$ cat config.mk
export PLATFORM = sky130hd
export DESIGN_NAME = divider_timer_counter_flat
export DESIGN_NICKNAME = d
export VERILOG_FILES = /design/src/design/dtc_pkg.sv /design/src/design/dtc_if.sv /design/src/design/dtc_core.sv /design/src/design/dtc_seq.sv /design/src/design/divider_timer_counter.sv /design/src/flat_wrapper.sv
export SDC_FILE = /design/constraint.sdc
export NUM_CORES = 1
export LEC_CHECK = 0
export BUFFER_PORTS_ARGS = -buffer_cell sky130_fd_sc_hd__buf_2
export CORE_MARGIN = 2
export CORE_UTILIZATION = 50
export DETAILED_ROUTE_END_ITERATION = 16
export GPL_TIMING_DRIVEN = 0
export PLACE_DENSITY = 0.71
export SYNTH_ARGS = -nofsm -noshare
export SYNTH_HDL_FRONTEND = slang
export SYNTH_SLANG_ARGS = --single-unit
$ cat constraint.sdc
create_clock -name clk_i -period 9.4 [get_ports clk_i]
set_input_delay 0.94 -clock clk_i [delete_from_list [all_inputs] [get_ports clk_i]]
set_output_delay 0.94 -clock clk_i [all_outputs]
set_load 0.03 [all_outputs]
$ cat src/design/dtc_pkg.sv
// Shared types and constants of the divider / counter timer.
`default_nettype none
package dtc_pkg;

  localparam int unsigned CfgIdxW  = 2;
  localparam int unsigned CfgDataW = 4;
  localparam int unsigned NumSel   = 4;
  localparam int unsigned StepW    = 6;

  // request types
  localparam logic [1:0] REQ_READ    = 2'd0;
  localparam logic [1:0] REQ_WRITE   = 2'd1;
  localparam logic [1:0] REQ_ADVANCE = 2'd2;

  // register offsets
  localparam logic [15:0] OFF_DIV = 16'd0;
  localparam logic [15:0] OFF_CNT = 16'd1;
  localparam logic [15:0] OFF_RLD = 16'd2;
  localparam logic [15:0] OFF_CTL = 16'd3;

  // register select on the core write path
  localparam logic [1:0] SEL_DIV = 2'd0;
  localparam logic [1:0] SEL_CNT = 2'd1;
  localparam logic [1:0] SEL_RLD = 2'd2;
  localparam logic [1:0] SEL_CTL = 2'd3;

  localparam logic [15:0] DIV_INC = 16'd4;
  localparam int unsigned CTL_EN_BIT = 2;

  localparam logic [CfgDataW-1:0] BIT_SEL_RST [NumSel] = '{4'd9, 4'd3, 4'd5, 4'd7};

  typedef enum logic {
    ST_IDLE,
    ST_RUN
  } seq_state_e;

  // sequencer -> core
  typedef struct packed {
    logic       step;
    logic       wr_en;
    logic [1:0] wr_sel;
    logic [7:0] wr_data;
  } core_cmd_t;

  // core -> sequencer
  typedef struct packed {
    logic [7:0] div_hi;
    logic [7:0] cnt;
    logic [7:0] rld;
    logic [7:0] ctl;
    logic       irq;
  } core_view_t;

endpackage
`default_nettype wire

$ cat src/design/dtc_if.sv
// Request and response channel interfaces of the timer.
`default_nettype none
interface dtc_req_if;
  logic        valid;
  logic        ready;
  logic [1:0]  req_type;
  logic [15:0] reg_offset;
  logic [7:0]  write_data;
  logic [7:0]  cycle_count;

  modport source (output valid, req_type, reg_offset, write_data, cycle_count, input ready);
  modport sink   (input valid, req_type, reg_offset, write_data, cycle_count, output ready);
endinterface

interface dtc_rsp_if;
  logic       valid;
  logic       ready;
  logic [7:0] read_data;
  logic [5:0] irq_count;
  logic       unhandled;

  modport source (output valid, read_data, irq_count, unhandled, input ready);
  modport sink   (input valid, read_data, irq_count, unhandled, output ready);
endinterface
`default_nettype wire

$ cat src/design/dtc_core.sv
// Timer state registers and the shared single-step unit.
`default_nettype none
module dtc_core import dtc_pkg::*; (
  input  logic                clk_i,
  input  logic                rst_ni,
  input  logic                cfg_we_i,
  input  logic [CfgIdxW-1:0]  cfg_idx_i,
  input  logic [CfgDataW-1:0] cfg_data_i,
  input  core_cmd_t           cmd_i,
  output core_view_t          view_o
);

  logic [CfgDataW-1:0] bit_sel_q [NumSel];
  logic [15:0] div_q, div_d;
  logic [7:0]  cnt_q, cnt_d;
  logic [7:0]  rld_q, rld_d;
  logic [7:0]  ctl_q, ctl_d;
  logic        lvl_q, lvl_d;
  logic        ovf_q, ovf_d;

  logic [15:0]         div_nx;
  logic [7:0]          cnt_rl;
  logic [CfgDataW-1:0] pos;
  logic                level;
  logic                fall;

  // one step: advance divider, apply pending reload, look for falling edge
  always_comb begin
    div_nx = div_q + DIV_INC;
    cnt_rl = ovf_q ? rld_q : cnt_q;
    pos    = bit_sel_q[ctl_q[1:0]];
    level  = div_nx[pos] & ctl_q[CTL_EN_BIT];
    fall   = lvl_q & ~level;

    div_d = div_q;
    cnt_d = cnt_q;
    rld_d = rld_q;
    ctl_d = ctl_q;
    lvl_d = lvl_q;
    ovf_d = ovf_q;

    if (cmd_i.step) begin
      div_d = div_nx;
      cnt_d = fall ? cnt_rl + 8'd1 : cnt_rl;
      ovf_d = fall & (cnt_rl == 8'hFF);
      lvl_d = level;
    end else if (cmd_i.wr_en) begin
      unique case (cmd_i.wr_sel)
        SEL_DIV: div_d = '0;
        SEL_CNT: cnt_d = cmd_i.wr_data;
        SEL_RLD: rld_d = cmd_i.wr_data;
        SEL_CTL: ctl_d = cmd_i.wr_data;
        default: div_d = div_q;
      endcase
    end
  end

  always_ff @(posedge clk_i or negedge rst_ni) begin
    if (!rst_ni) begin
      div_q <= '0;
      cnt_q <= '0;
      rld_q <= '0;
      ctl_q <= '0;
      lvl_q <= 1'b0;
      ovf_q <= 1'b0;
    end else begin
      div_q <= div_d;
      cnt_q <= cnt_d;
      rld_q <= rld_d;
      ctl_q <= ctl_d;
      lvl_q <= lvl_d;
      ovf_q <= ovf_d;
    end
  end

  always_ff @(posedge clk_i or negedge rst_ni) begin
    if (!rst_ni) begin
      bit_sel_q <= BIT_SEL_RST;
    end else if (cfg_we_i) begin
      bit_sel_q[cfg_idx_i] <= cfg_data_i;
    end
  end

  assign view_o.div_hi = div_q[15:8];
  assign view_o.cnt    = cnt_q;
  assign view_o.rld    = rld_q;
  assign view_o.ctl    = ctl_q;
  assign view_o.irq    = cmd_i.step & ovf_q;

endmodule
`default_nettype wire

$ cat src/design/dtc_seq.sv
// Request decode, step sequencer and response register.
`default_nettype none
module dtc_seq import dtc_pkg::*; (
  input  logic      clk_i,
  input  logic      rst_ni,
  dtc_req_if.sink   req_i,
  dtc_rsp_if.source rsp_o,
  input  core_view_t view_i,
  output core_cmd_t  cmd_o
);

  seq_state_e       state_q, state_d;
  logic [StepW-1:0] steps_q, steps_d;
  logic [StepW-1:0] irq_q, irq_d;
  logic [StepW-1:0] irq_sum;
  logic             out_valid_q, out_valid_d;
  logic [7:0]       rd_q, rd_d;
  logic [StepW-1:0] irqc_q, irqc_d;
  logic             unh_q, unh_d;
  logic             accept;
  logic             known;

  assign req_i.ready = (state_q == ST_IDLE) & (~out_valid_q | rsp_o.ready);
  assign accept      = req_i.valid & req_i.ready;
  assign irq_sum     = irq_q + {{(StepW-1){1'b0}}, view_i.irq};
  assign known       = (req_i.reg_offset[15:2] == 14'd0);

  always_comb begin
    state_d     = state_q;
    steps_d     = steps_q;
    irq_d       = irq_q;
    out_valid_d = out_valid_q & ~rsp_o.ready;
    rd_d        = rd_q;
    irqc_d      = irqc_q;
    unh_d       = unh_q;
    cmd_o       = '0;

    unique case (state_q)
      ST_IDLE: begin
        if (accept) begin
          rd_d   = '0;
          irqc_d = '0;
          unh_d  = 1'b0;
          unique case (req_i.req_type)
            REQ_READ: begin
              out_valid_d = 1'b1;
              unique case (req_i.reg_offset)
                OFF_DIV: rd_d  = view_i.div_hi;
                OFF_CNT: rd_d  = view_i.cnt;
                OFF_RLD: rd_d  = view_i.rld;
                OFF_CTL: rd_d  = view_i.ctl;
                default: unh_d = 1'b1;
              endcase
            end
            REQ_WRITE: begin
              out_valid_d   = 1'b1;
              unh_d         = ~known;
              cmd_o.wr_en   = known;
              cmd_o.wr_sel  = req_i.reg_offset[1:0];
              cmd_o.wr_data = req_i.write_data;
            end
            REQ_ADVANCE: begin
              if (req_i.cycle_count[7:2] == '0) begin
                out_valid_d = 1'b1;
              end else begin
                state_d = ST_RUN;
                steps_d = req_i.cycle_count[7:2];
                irq_d   = '0;
              end
            end
            default: out_valid_d = 1'b1;
          endcase
        end
      end
      ST_RUN: begin
        cmd_o.step = 1'b1;
        if (steps_q == StepW'(1)) begin
          state_d     = ST_IDLE;
          out_valid_d = 1'b1;
          rd_d        = '0;
          irqc_d      = irq_sum;
          unh_d       = 1'b0;
        end else begin
          steps_d = steps_q - StepW'(1);
          irq_d   = irq_sum;
        end
      end
      default: state_d = ST_IDLE;
    endcase
  end

  always_ff @(posedge clk_i or negedge rst_ni) begin
    if (!rst_ni) begin
      state_q     <= ST_IDLE;
      steps_q     <= '0;
      irq_q       <= '0;
      out_valid_q <= 1'b0;
    end else begin
      state_q     <= state_d;
      steps_q     <= steps_d;
      irq_q       <= irq_d;
      out_valid_q <= out_valid_d;
    end
  end

  always_ff @(posedge clk_i) begin
    rd_q   <= rd_d;
    irqc_q <= irqc_d;
    unh_q  <= unh_d;
  end

  assign rsp_o.valid     = out_valid_q;
  assign rsp_o.read_data = rd_q;
  assign rsp_o.irq_count = irqc_q;
  assign rsp_o.unhandled = unh_q;

  a_run_out_free: assert property (@(posedge clk_i) disable iff (!rst_ni)
    (state_q == ST_RUN) |-> !out_valid_q && !req_i.ready)
    else $error("response register busy while stepping");

  a_run_nonzero: assert property (@(posedge clk_i) disable iff (!rst_ni)
    (state_q == ST_RUN) |-> (steps_q != '0))
    else $error("step count zero while stepping");

  a_step_count: assert property (@(posedge clk_i) disable iff (!rst_ni)
    (state_q == ST_RUN && steps_q != StepW'(1)) |=>
      (state_q == ST_RUN && steps_q == $past(steps_q) - StepW'(1)))
    else $error("step count did not decrement");

  a_cmd_excl: assert property (@(posedge clk_i) disable iff (!rst_ni)
    cmd_o.wr_en |-> !cmd_o.step && accept)
    else $error("register write outside an accepted request");

endmodule
`default_nettype wire

$ cat src/design/divider_timer_counter.sv
// Top level of the divider / counter timer.
// A 16-bit divider advances 4 per timer step; an 8-bit counter counts falling
// edges of one divider bit, chosen by control bits 1..0 and gated by control
// bit 2, and on wrapping is reloaded from the reload byte one step later,
// which also raises an interrupt. Each request gives exactly one response.
// A read or write request (offsets 0..3: divider high byte, counter, reload,
// control) is answered the cycle after it is taken; a divider write clears
// all 16 bits. An advance request runs cycle_count/4 steps, one step per clock
// through the single step unit in dtc_core, and the request side stays
// not-ready while they run. A new request is taken only when the response
// register is empty or being emptied in the same cycle. The four watched bit
// positions are written through the configuration port (index 0..3, 4-bit
// data) and should only be changed while the block is idle.
`default_nettype none
module divider_timer_counter import dtc_pkg::*; (
  input  logic                clk_i,
  input  logic                rst_ni,
  input  logic                cfg_we_i,
  input  logic [CfgIdxW-1:0]  cfg_idx_i,
  input  logic [CfgDataW-1:0] cfg_data_i,
  dtc_req_if.sink             req_i,
  dtc_rsp_if.source           rsp_o
);

  core_cmd_t  cmd;   // register write or one timer step
  core_view_t view;  // current register values and step interrupt

  // sequencer: decodes the request, runs the step loop, holds the response
  dtc_seq u_seq (
    .clk_i  (clk_i),
    .rst_ni (rst_ni),
    .req_i  (req_i),
    .rsp_o  (rsp_o),
    .view_i (view),
    .cmd_o  (cmd)
  );

  // timer registers and the shared step unit
  dtc_core u_core (
    .clk_i      (clk_i),
    .rst_ni     (rst_ni),
    .cfg_we_i   (cfg_we_i),
    .cfg_idx_i  (cfg_idx_i),
    .cfg_data_i (cfg_data_i),
    .cmd_i      (cmd),
    .view_o     (view)
  );

endmodule
`default_nettype wire

$ cat src/flat_wrapper.sv
// flat-port wrapper written by rule: the top's interface ports become plain ports
module divider_timer_counter_flat import dtc_pkg::*;
  (clk_i, rst_ni, cfg_we_i, cfg_idx_i, cfg_data_i, req_i_valid, req_i_req_type, req_i_reg_offset, req_i_write_data, req_i_cycle_count, req_i_ready, rsp_o_valid, rsp_o_read_data, rsp_o_irq_count, rsp_o_unhandled, rsp_o_ready);
  dtc_req_if req_i_i ();
  dtc_rsp_if rsp_o_i ();
  input  logic clk_i;
  input  logic rst_ni;
  input  logic cfg_we_i;
  input  logic [CfgIdxW-1:0] cfg_idx_i;
  input  logic [CfgDataW-1:0] cfg_data_i;
  input wire logic [$bits(req_i_i.valid)-1:0] req_i_valid;
  input wire logic [$bits(req_i_i.req_type)-1:0] req_i_req_type;
  input wire logic [$bits(req_i_i.reg_offset)-1:0] req_i_reg_offset;
  input wire logic [$bits(req_i_i.write_data)-1:0] req_i_write_data;
  input wire logic [$bits(req_i_i.cycle_count)-1:0] req_i_cycle_count;
  output wire logic [$bits(req_i_i.ready)-1:0] req_i_ready;
  output wire logic [$bits(rsp_o_i.valid)-1:0] rsp_o_valid;
  output wire logic [$bits(rsp_o_i.read_data)-1:0] rsp_o_read_data;
  output wire logic [$bits(rsp_o_i.irq_count)-1:0] rsp_o_irq_count;
  output wire logic [$bits(rsp_o_i.unhandled)-1:0] rsp_o_unhandled;
  input wire logic [$bits(rsp_o_i.ready)-1:0] rsp_o_ready;
  assign req_i_i.valid = req_i_valid;
  assign req_i_i.req_type = req_i_req_type;
  assign req_i_i.reg_offset = req_i_reg_offset;
  assign req_i_i.write_data = req_i_write_data;
  assign req_i_i.cycle_count = req_i_cycle_count;
  assign req_i_ready = req_i_i.ready;
  assign rsp_o_valid = rsp_o_i.valid;
  assign rsp_o_read_data = rsp_o_i.read_data;
  assign rsp_o_irq_count = rsp_o_i.irq_count;
  assign rsp_o_unhandled = rsp_o_i.unhandled;
  assign rsp_o_i.ready = rsp_o_ready;
  divider_timer_counter u_core (.clk_i(clk_i), .rst_ni(rst_ni), .cfg_we_i(cfg_we_i), .cfg_idx_i(cfg_idx_i), .cfg_data_i(cfg_data_i), .req_i(req_i_i), .rsp_o(rsp_o_i));
endmodule
After elaboration in Yosys (flattened, before gate mapping)
Cells that the tools add are included.
{ "op_classes": {"mux": 53, "n_addsub": 4, "n_reduce_logical": 16, "n_eq_ne": 15, "bitwise_logic": 16, "order_cmp": 4} }
{ "op_table": {"columns": ["operator", "n"], "rows": [
  ["two-way mux 8 bit", 8],
  ["two-way mux 6 bit", 10],
  ["two-way mux 16 bit", 3],
  ["case mux 6 bit (2 select lines)", 3],
  ["two-way mux 11 bit", 3],
  ["equality test 16 x 2 -> 1 bit (second input constant)", 2],
  ["case mux 8 bit (4 select lines)", 1],
  ["adder 16 x 3 -> 16 bit (second input constant)", 1],
  ["bitwise mux 16 bit", 1],
  ["equality test 16 x 1 -> 1 bit (second input constant)", 1],
  ["zero test 16 bit", 1],
  ["case mux 8 bit (2 select lines)", 1],
  ["zero test 14 bit", 1],
  ["two-way mux 1 bit", 13],
  ["two-way mux 4 bit", 3],
  ["adder 8 x 1 -> 8 bit (second input constant)", 1],
  ["binary-select mux 4 bit (select 2 bit)", 1],
  ["demux 4 bit (select 2 bit)", 1],
  ["equality test 8 bit (second input constant)", 1],
  ["case mux 1 bit (2 select lines)", 4],
  ["bitwise AND 1 bit", 7],
  ["adder 6 x 1 -> 6 bit", 1],
  ["equality test 2 bit (second input constant)", 3],
  ["equality test 6 x 1 -> 1 bit (second input constant)", 1],
  ["other kinds (19)", 36]
]} }
{ "word_totals": {"out_inout_bits": 17, "in_bits": 45, "register_bits": 87, "elab_cells": 125} }

Longest topological paths before layout
Gate-level depths: netlist (run 1).
{ "logic_depth": {"ltp_word": 11, "depth_mapped": 10, "ltp_nobuf": 9} }

By module
Synthesis (run 1) repeated with hierarchy kept, for this count alone.
{ "unflattened": {"cells_unflattened": 454, "hier_area_um2": 4958.5} }
{ "modules_own_cells": {"columns": ["mod", "seq_area_each_um2", "area_each_um2", "cells_per_inst", "n_inst"], "rows": [
  ["dtc_core", 1412.6, 3236.9, 299, 1],
  ["dtc_seq", 800.8, 1721.7, 155, 1]
]} }

Worst setup path after synthesis (run 1)
No wires, ideal clock.
{ "synth_path": {"path_type": "register to register", "start": "register u_core.u_core.div_q[3]", "end": "register u_core.u_core.cnt_q[5]", "stages_incl_launch_ff": 10, "setup_time_ns": 0.120, "arrival_time_ns": 2.953, "setup_slack_ns": 6.327, "required_time_ns": 9.280, "period_less_slack_ns": 3.073, "path_buffers": 0, "path_cell_list": "dfrtp_1 -> ha_1 -> nand3_1 -> o31a_1 -> o211ai_1 -> o311ai_0 -> o41ai_4 -> nand2_4 -> or4_1 -> a31o_1"} }
{ "synth_between": {"elab_chain_len": 8} }
{ "synth_rtl": {"columns": ["element", "line", "text"], "rows": [
  ["start: declaration", "dtc_core.sv:14", "logic [15:0] div_q, div_d;"],
  ["start signal: assignment", "dtc_core.sv:67", "div_q <= div_d;"],
  ["adder 16 x 3 -> 16 bit", "dtc_core.sv:29", "div_nx = div_q + DIV_INC;"],
  ["binary-select mux 1 bit (select 4 bit)", "dtc_core.sv:32", "level = div_nx[pos] & ctl_q[CTL_EN_BIT];"],
  ["two-way mux 1 bit (implied by the code)", "dtc_core.sv:32", null],
  ["bitwise AND 1 bit", "dtc_core.sv:32", null],
  ["NOT 1 bit", "dtc_core.sv:33", "fall = lvl_q & ~level;"],
  ["bitwise AND 1 bit", "dtc_core.sv:33", null],
  ["two-way mux 8 bit", "dtc_core.sv:44", "cnt_d = fall ? cnt_rl + 8'd1 : cnt_rl;"],
  ["two-way mux 8 bit", "dtc_core.sv:42", "if (cmd_i.step) begin"],
  ["end signal: assignment", "dtc_core.sv:68", "cnt_q <= cnt_d;"],
  ["end: declaration", "dtc_core.sv:15", "logic [7:0] cnt_q, cnt_d;"]
]} }
Every way passes these cells. The select of a mux whose other input is x is not followed.
A chain may end at the register's enable or synchronous reset.

Worst setup path after layout (run 1)
Ends and elaborated chain as after synthesis.

==> results of run 1 <==
-- synthesized netlist by cell type, drive strengths merged, types with 6 or more instances --
library cell	n
clkbuf	15
edfxtp	15
nor3	6
dfstp	9
nand2	57
inv	14
nor2b	10
dfrtp	61
nor4	10
ha	6
mux4	12
a21oi	11
o21ai	36
nor2	31
xnor2	11
mux2	28
nand4	10
mux2i	9
nand3	16
xor2	6
buf	12
-- worst reg2reg max path: stages (launching register included) --
cell,delay (ns)
dfrtp_1,0.51
ha_1,0.38
nand3_1,0.28
o31a_1,0.36
o211ai_1,0.18
o311ai_0,0.24
o41ai_4,0.58
nand2_4,0.18
or4_1,0.56
a31o_1,0.23
-- worst max-delay path by stage --
stage / from / endpoint / cells past startpoint
after floorplan: u_core.u_core.div_q[3] / u_core.u_core.cnt_q[5] / 9
after global placement: u_core.u_core.div_q[3] / u_core.u_core.cnt_q[5] / 9
after detailed placement: u_core.u_core.div_q[3] / u_core.u_core.cnt_q[5] / 9
after CTS: u_core.u_core.div_q[3] / u_core.u_core.cnt_q[5] / 9
after global routing: u_core.u_core.div_q[3] / u_core.u_core.cnt_q[5] / 9
final: u_core.u_core.div_q[3] / u_core.u_core.cnt_q[5] / 9
-- flip-flops by register name, summed over array words and instances, names as in the netlist --
signal	flops
u_core.u_core.bit_sel_q	16
u_core.u_core.cnt_q	8
u_core.u_core.ctl_q	8
u_core.u_core.div_q	14
u_core.u_core.lvl_q	1
u_core.u_core.ovf_q	1
u_core.u_core.rld_q	8
u_core.u_seq.irq_q	6
u_core.u_seq.rsp_o.irq_count	6
u_core.u_seq.rsp_o.read_data	8
u_core.u_seq.rsp_o.unhandled	1
u_core.u_seq.rsp_o.valid	1
u_core.u_seq.state_q	1
u_core.u_seq.steps_q	6
-- per-layer routing --
| metal | wire length, um | track usage | vias up | part of all wire |
|---|---|---|---|---|
| met5 | 0 | 0 | - | 0 |
| met4 | 112 | 0.0593 | 0 | 0.010 |
| met3 | 508 | 0.0435 | 10 | 0.046 |
| met2 | 5330 | 0.360 | 95 | 0.48 |
| met1 | 5130 | 0.322 | 1859 | 0.46 |
| li1 | - | - | 1816 | - |
-- cell families after synthesis --
kind of cell	count (synthesis)	share of synthesized area
AO/OA/AOI/OAI	95	0.140
XOR/XNOR	17	0.0312
adder cells (fa/ha/maj)	6	0.0157
buffers and inverters	41	0.0370
flip-flops	85	0.464
multiplexers	49	0.145
AND/OR/NAND/NOR	163	0.167
-- final cells by class --
type	instances	area [sq um]	area share
Timing Repair Buffer	59	298	0.0550
Tap cell	129	161	0.0298
Clock inverter	6	52.6	0.00971
Clock buffer	10	128	0.0236
Inverter	14	52.6	0.00971
Sequential cell	85	2210	0.409
Buffer	27	124	0.0229
Multi-Input combinational cell	330	2380	0.440
-- power breakdown --
group	switching, mW	total (mW)	internal (mW)
logic	0.253	0.401	0.148
clock network	0.148	0.250	0.102
registers	0.0428	0.490	0.447
total	0.443	1.14	0.697
-- placed cells by master, fill, tap and decap left out, types with 4 or more instances in the layout --
| cell | netlist | routed |
|---|---|---|
| nand3_1 | 16 | 16 |
| mux4_1 | 4 | 4 |
| inv_1 | 14 | 14 |
| nand2_1 | 56 | 56 |
| nor2_1 | 31 | 31 |
| ha_1 | 6 | 6 |
| clkbuf_1 | 15 | 16 |
| clkbuf_8 | 0 | 9 |
| a31oi_1 | 5 | 5 |
| mux2_2 | 28 | 28 |
| mux2i_1 | 9 | 9 |
| xor2_1 | 6 | 6 |
| o21ai_0 | 36 | 35 |
| buf_1 | 4 | 4 |
| dfstp_2 | 9 | 9 |
| nand4_1 | 10 | 10 |
| nor3_1 | 6 | 6 |
| mux4_2 | 8 | 8 |
| and2_1 | 4 | 4 |
| o211ai_1 | 5 | 5 |
| o31ai_1 | 4 | 4 |
| buf_2 | 6 | 64 |
| edfxtp_1 | 15 | 15 |
| a21oi_1 | 11 | 11 |
| dfrtp_1 | 61 | 61 |
| nor4_1 | 10 | 10 |
| nor2b_1 | 10 | 10 |
| xnor2_1 | 11 | 11 |
==> results, run 1 <==
- The flow ran to the end, and the final reports show no timing, DRC or antenna violations.
- The count of warnings emitted by yosys is 0.
- The tree is rooted in a clkbuf_8.
- Headroom to the max-slew limit came out at 0.410.
- The number of buffers between clock root and the deepest sink is 2.
- The final antenna diode count is 0.
- STA classifies the critical path endpoint as a register.
- In the post-synthesis netlist, the biggest area contributors are dfrtp_1, edfxtp_1, mux2_2, dfstp_2, nand2_1.
- After synthesis, the share of flip-flops with an asynchronous set or reset is 0.824.
- The design draws 1.14 mW.
- The number of placed instances, taps included, is 644.
- The synthesized design spends more area on one cell type than any other, namely dfrtp_1.
- Summing all placed instances gives a cell area of between 5000 and 6000 sq um.
- The unique cell type count in the Yosys netlist is between 60 and 70.
- In the global route stage, overall resource usage came out at 0.227.
- The post-route cell area is 5410 sq um.
- For the pin with the worst max-slew slack, the measured transition is between 0.8 and 0.9 ns.
- Of the post-synthesis cell area, the dominant cell type holds 0.320.
- The mean cell area of the mapped netlist is 10.5 sq um.
- Counting both buffers and inverters, the worst setup path holds a total of 0.
- The aggregate global routing overflow is 0.
- For this design the static power due to leakage is roughly 2.2 nW.
- The final clock period utilization by the worst path is 0.384.
- Among cell families on the critical path, the largest total delay comes from compound AO/OA/AOI/OAI gates.
- The I/O pin count is 62.
- On the critical path, the stage with the largest delay is an instance of o41ai_4.
- The setup path with the least slack is of type register to register.
- The max-slew violation total from the final report is 0.
- The highest net fanout along the worst path is 9.
- The worst clock skew is 0.0137 ns.
- Setup slack closes at 5.79 ns.
- Timing would allow up to 0.277 GHz.
- The number of enable-type register cells in the synthesized netlist is 15.
- The total of fill cells in the finished design is 811.
- In this run, the number of DRC markers left after iteration 0 of detailed routing was 237.
- Detailed placement ended at an HPWL of 8110 um.
- The power density relative to cell area is 211 nW/um^2.
- The total core area is 9240 sq um.
- Setup repair after global routing left no endpoint under its margin.
- The pre-antenna-repair detailed-routing pass consisted of 5 iterations.
- Of the synthesized area, sequential elements account for 0.464.
- The layout net count is 577.
- The floorplan row count is 35.
- The cell count after synthesis is 456.
- The via count of the routed design is 3780.
- Setup violations remaining at the end of the flow were counted as 0.
- STA puts the critical path data arrival time at 3.86 ns.
- Measured on the finished design, the core utilization comes to 0.586.
- Along the worst hold path, the cell count comes to 2.
- The number of CTS-inserted buffers is 9.
- Timing analysis after detailed placement gives a worst setup slack of slightly below 6 ns.
- The max-capacitance violation count is 0.
- The data required time at the worst endpoint is ~9.7 ns.
- The clock-pin slew on the worst setup and hold paths is 0.10 ns.
- The number of antenna violations at the first check in global routing is 0.
- The nature of the critical path startpoint is a register.
- The synthesis-stage register bit count is 85.
- The startpoint of the most critical register-to-register path is u_core.u_core.div_q[3].
- The first global-routing pass estimated 18100 um of wire.
- The maximum cell stage delay along the critical path is around 0.58 ns.
- The initial core utilization is 0.516.
- The beginning of the worst hold path is u_core.u_core.ctl_q[7].
- For the worst-skew pair, the clock arrives at the later sink with an insertion delay of 0.36 ns.
- After detailed routing, the number of remaining DRC violations is 0.
- The final layout contains routed wiring with a total length of about 11000 um.
- In this run the critical register-to-register path is captured at u_core.u_core.cnt_q[5].
- The full die area is 10300 sq um.
- The weighted congestion reported at the end of routability-driven placement is 0.886.
- Traced cell by cell, the critical path runs through ha_1 > nand3_1 > o31a_1 > o211ai_1 > o311ai_0 > o41ai_4 > nand2_4 > or4_1 > a31o_1.
- The worst-case IR drop observed on VDD is 0.0000922 V.
- Summed over all failing endpoints, the final setup total negative slack is 0 ns.
- Entering global routing, the biggest net connects 71 pins.
- The cell area after synthesis is ~4800 sq um.
- The ratio of cells with drive above 1 in the final layout is 0.271.
- The CTS sink count is 85.
- The area growth from synthesis to layout is 13.5%.
- The number of post-CTS setup repair buffers is 0.
- The post-detailed-route wirelength per cell is 16.8 um.
- TritonCTS built the clock tree.
- Once detail routing completed, the nets flagged for antenna violations numbered 0.
- The vertical die dimension is 102 um.
- The number of buffers added to fix hold violations after cts is 0.
- The register-to-register setup slack is between 5 and 6 ns.
- The post-detailed-route via-to-cell ratio is 5.73.
- Synthesis produced a netlist with a net count of 507.
- Hold timing on the final database bottoms out at a slack of 0.490 ns.
- The worst hold path belongs to the class register to register.
- Measured along the x axis, the die boundary spans 102 um.
- The number of cells on the worst reg-to-reg path is 9.
- The number of hold-slack violations in the final timing report came to 0.
- In this run the tool buffered the top-level ports with between 50 and 60 buffer cells.
- The leading register cell type out of synthesis is dfrtp_1.
- The count of cells in the finished layout, fillers not included, comes to 660.
- The via count of the first global-routing pass is 3563.
- The H-tree was split into 3 levels.
- The hold-critical path endpoint is u_core.u_core.ctl_q[7].
- The minimum period implied by the final worst setup slack is 3.61 ns.
- Once the clock tree was built, the resizer swapped 0 gates to a different size.
No activity file was read; power rests on OpenSTA's default activity.
==> inputs of run 2 (changes only) <==
==> constraint.sdc (replaced) <==
create_clock -name clk_i -period 3.38 [get_ports clk_i]
set_input_delay 0.338 -clock clk_i [delete_from_list [all_inputs] [get_ports clk_i]]
set_output_delay 0.338 -clock clk_i [all_outputs]
set_load 0.03 [all_outputs]
==> run 2 against run 1 <==
  * Sequential cell count unchanged
  * First-iteration DRC count is 16% higher
  * Fmax grew 12%
  * Register-to-register slack got worse by 5.6 ns
  * Largest power group unchanged
  * Non-clock buffer count grew 1
  * Via count is 0.45% higher
  * Highest routed layer unchanged
  * Critical path type unchanged
  * Utilization up 0.31 points
  * Die area stayed put
  * Critical path depth up 2
==> results, run 2 (same netlist as run 1, synthesis figures left out) <==
- The cell at the root of the clock tree is clkbuf_8.
- The setup slack after layout came to 0.148 ns (-5.65 ns).
- The count of antenna-violating nets left after detailed routing is 0 (unchanged).
- The library cells used most frequently in the layout, excluding fill and tap cells, are buf_2, dfrtp_1, nand2_1.
- The buffer and inverter count on the worst path came to 3 (+3).
- The highest net fanout along the worst path is 10 (+1).
- The capture instance of the worst register-to-register path is u_core.u_core.cnt_q[4].
- The aggregate global routing overflow was 0 (unchanged).
- The clock-pin slew on the worst setup and hold paths is 0.09 ns (about the same).
- The number of buffers added to fix hold violations after cts came to 0 (unchanged).
- The fraction of power spent switching nets was 0.389 (+0.000615).
- The data required time at the worst endpoint came to 3.62 ns (-6.03 ns).
- The final-report setup violation count is 0 (unchanged).
- The post-route setup TNS came to 0 ns (unchanged).
- The register-to-register setup slack is 0.15 ns (-5.65 ns).
- The nature of the critical path startpoint is a register.
- The CTS sink count came to 85 (unchanged).
- The worst-case headroom to the max-slew limit is 0.386 (-0.0235).
- The total core area is 9240 sq um (unchanged).
- The post-placement worst setup slack is -0.146 ns (-6.02 ns).
- The flip-flop and latch area is 2210 sq um (unchanged).
- TritonCTS built the clock tree.
- The most frequent standard cell in the layout excluding fill and tap cells is buf_2.
- The worst setup path is of the register to register kind.
- The flow ran to the end, and the final reports show no timing, DRC or antenna violations.
- The startpoint of the most critical register-to-register path is u_core.u_core.ctl_q[0].
- The pin count of the biggest net entering global routing is 71 (unchanged).
- The largest registers in the layout are u_core.u_core.bit_sel_q (16), u_core.u_core.div_q (14).
- The post-detailed-route via-to-cell ratio is 5.74 (+0.30%).
- The starting DRC count in detailed routing is 276 (+16%).
- The internal portion of total power is 1.94 mW (+180%).
- The number of levels in the clock H-tree is 3 (unchanged).
- The max-slew violation total from the final report is 0 (unchanged).
- The weighted congestion reported at the end of routability-driven placement came to 0.886 (unchanged).
- The arrival time of the worst setup path is 3.47 ns (-0.39 ns).
- The part of the power in registers is 0.428 (-0.002).
- The max-capacitance violation count is 0 (unchanged).
- The family with the most delay on the worst path is compound AO/OA/AOI/OAI gates.
- The multi-input logic area was 2400 sq um (+0.79%).
- The total track usage is 0.227 (about the same).
- The most flop-heavy register is u_core.u_core.bit_sel_q.
- Setup repair after global routing left no endpoint under its margin.
- The clock latency on the worst-skew pair was 0.37 ns (about the same).
- The die boundary width is 102 um (unchanged).
- The detailed-route wire length is 11200 um (+0.60%).
- The wire length of the first global-routing pass was 18200 um (+0.34%).
- The portion of total power attributed to combinational logic is 0.354 (+0.003).
- The maximum vdd ir drop was 0.000256 V (+180%).
- The length of the first detailed-routing pass in iterations is 5 (unchanged).
- The post-detailed-route DRC marker count was 0 (unchanged).
- The total of fill cells in the finished design was 806 (-0.62%).
- The area growth from synthesis to final layout is 14.1%.
- The flip-flop count of the largest register, all copies and words added came to 16 (unchanged).
- The floorplan row count came to 35 (unchanged).
- The final antenna diode count was 0 (unchanged).
- The maximum cell stage delay along the critical path is 0.55 ns (-0.03 ns).
- The total power draw is 3.18 mW (+180%).
- The origin of the worst setup path is u_core.u_core.ctl_q[0].
- The minimum period implied by the final worst setup slack is 3.23 ns (-0.373 ns).
- The number of antenna violations at the first check in global routing was 0 (unchanged).
- The I/O pin count is 62 (unchanged).
- The ratio of cells with drive above 1 in the final layout is 0.280 (+0.00889).
- The number of CTS-inserted buffers is 9 (unchanged).
- The full die area is 10300 sq um (unchanged).
- STA classifies the critical path endpoint as a register.
- The power density relative to cell area is 585 nW/um^2 (+180%).
- Following the worst setup path forward leads to its endpoint at u_core.u_core.cnt_q[4].
- The critical-path cell with the highest stage delay is mux4_2.
- The share of the core filled with cells is 0.589 (+0.00311).
- The vertical die dimension came to 102 um (unchanged).
- The critical path goes through buf_6 > mux4_2 > clkbuf_4 > mux2i_1 > a221o_1 > o211ai_1 > o41ai_4 > buf_4 > and3_2 > o21a_1 > a2111o_1.
- The min-delay analysis places its worst path in the category input pin to async pin.
- The switching power total is 1.24 mW (+180%).
- The initial core utilization is 0.516 (unchanged).
- The post-detailed-placement half-perimeter wirelength is 8110 um (unchanged).
- The layout net count was 578 (+0.17%).
- The static power due to leakage is 2.23 nW (+0.81%).
- The number of buffers between clock root and the deepest sink was 2 (unchanged).
- The post-detailed-route wirelength per cell is 16.9 um (+0.44%).
- The part of the total power dissipated in the clock network is 0.218 (about the same).
- The worst reg-to-reg path cell count came to 11 (+2).
- The count of cell instances traversed by the critical path is 11 (+2).
- The via count of the first global-routing pass is 3593 (+0.84%).
- The number of hold-slack violations in the final timing report was 0 (unchanged).
- The via count of the routed design is 3797 (+0.45%).
- The worst clock skew was 0.0156 ns (+0.00187 ns).
- The top achievable clock speed is 0.309 GHz (+12%).
- The number of buffers inserted by port buffering is 59 (unchanged).
- The worst-margin pin slew is 0.914 ns (+0.0350 ns).
- The final clock period utilization by the worst path is 0.956 (+0.573).
==> run 2: how the worst min path moves through the flow <==
stage / from / to / slack (ns)
finish: rst_ni / u_core.u_core.bit_sel_q[5] / 0.08
global route: rst_ni / u_core.u_core.bit_sel_q[13] / 0.16
CTS: rst_ni / u_core.u_core.bit_sel_q[5] / 0.12
detailed placement: u_core.u_core.ctl_q[7] / u_core.u_core.ctl_q[7] / 0.48
global placement: u_core.u_core.ctl_q[6] / u_core.u_core.ctl_q[6] / 0.47
floorplan: rst_ni / u_core.u_core.bit_sel_q[10] / 0.04
==> run 2: through the flow <==
stage               cell area, sq um  std cells  hold slack [ns]
floorplan                       4770        456           0.0424
global placement                5230        644            0.469
detailed placement              5230        644            0.476
CTS                             5420        661            0.124
global route                    5440        661            0.158
finish                          5440        661           0.0817
==> run 2: worst register-to-register path, delay by kind of cell (launching register included) <==
family / cells / cell delay [ns]
AO/OA/AOI/OAI: 5 / 1.33
buffers and inverters: 3 / 0.55
flip-flops: 1 / 0.36
multiplexers: 2 / 0.69
AND/OR/NAND/NOR: 1 / 0.19
==> run 2: layer usage <==
metal / vias up / global-route usage / routed length [um]
met4: 0 / 0.0634 / 142
li1: 1824 / - / -
met5: - / 0 / 0
met2: 100 / 0.358 / 5300
met3: 13 / 0.0435 / 591
met1: 1860 / 0.322 / 5110
==> run 2: what timing repair did <==
item | 4_1_cts | 5_1_grt
setup endpoints to repair | 2 | 3
buffers inserted | 1 | 0
hold endpoints to repair | 0 | 0
resized for setup | 1 | 6
pin swaps | 1 | 2
==> run 2: power by group through the flow <==
stage          logic (mW)  clock network (mW)  registers (mW)
6_report             1.13               0.693            1.36
4_1_cts              1.12               0.700            1.36
3_3_place_gp         1.08                   0            1.37
3_5_place_dp         1.11                   0            1.38
5_1_grt              1.24               0.737            1.39
2_1_floorplan       0.745                   0            1.42
==> run 2: layout make-up <==
type                       count  share of cell area
inverter                      14             0.00966
tap                          129              0.0297
buffer                        27              0.0232
clock inverter                 6             0.00966
sequential                    85               0.407
clock buffer                  10              0.0235
timing repair buffer          60              0.0561
multi-input combinational    330               0.441
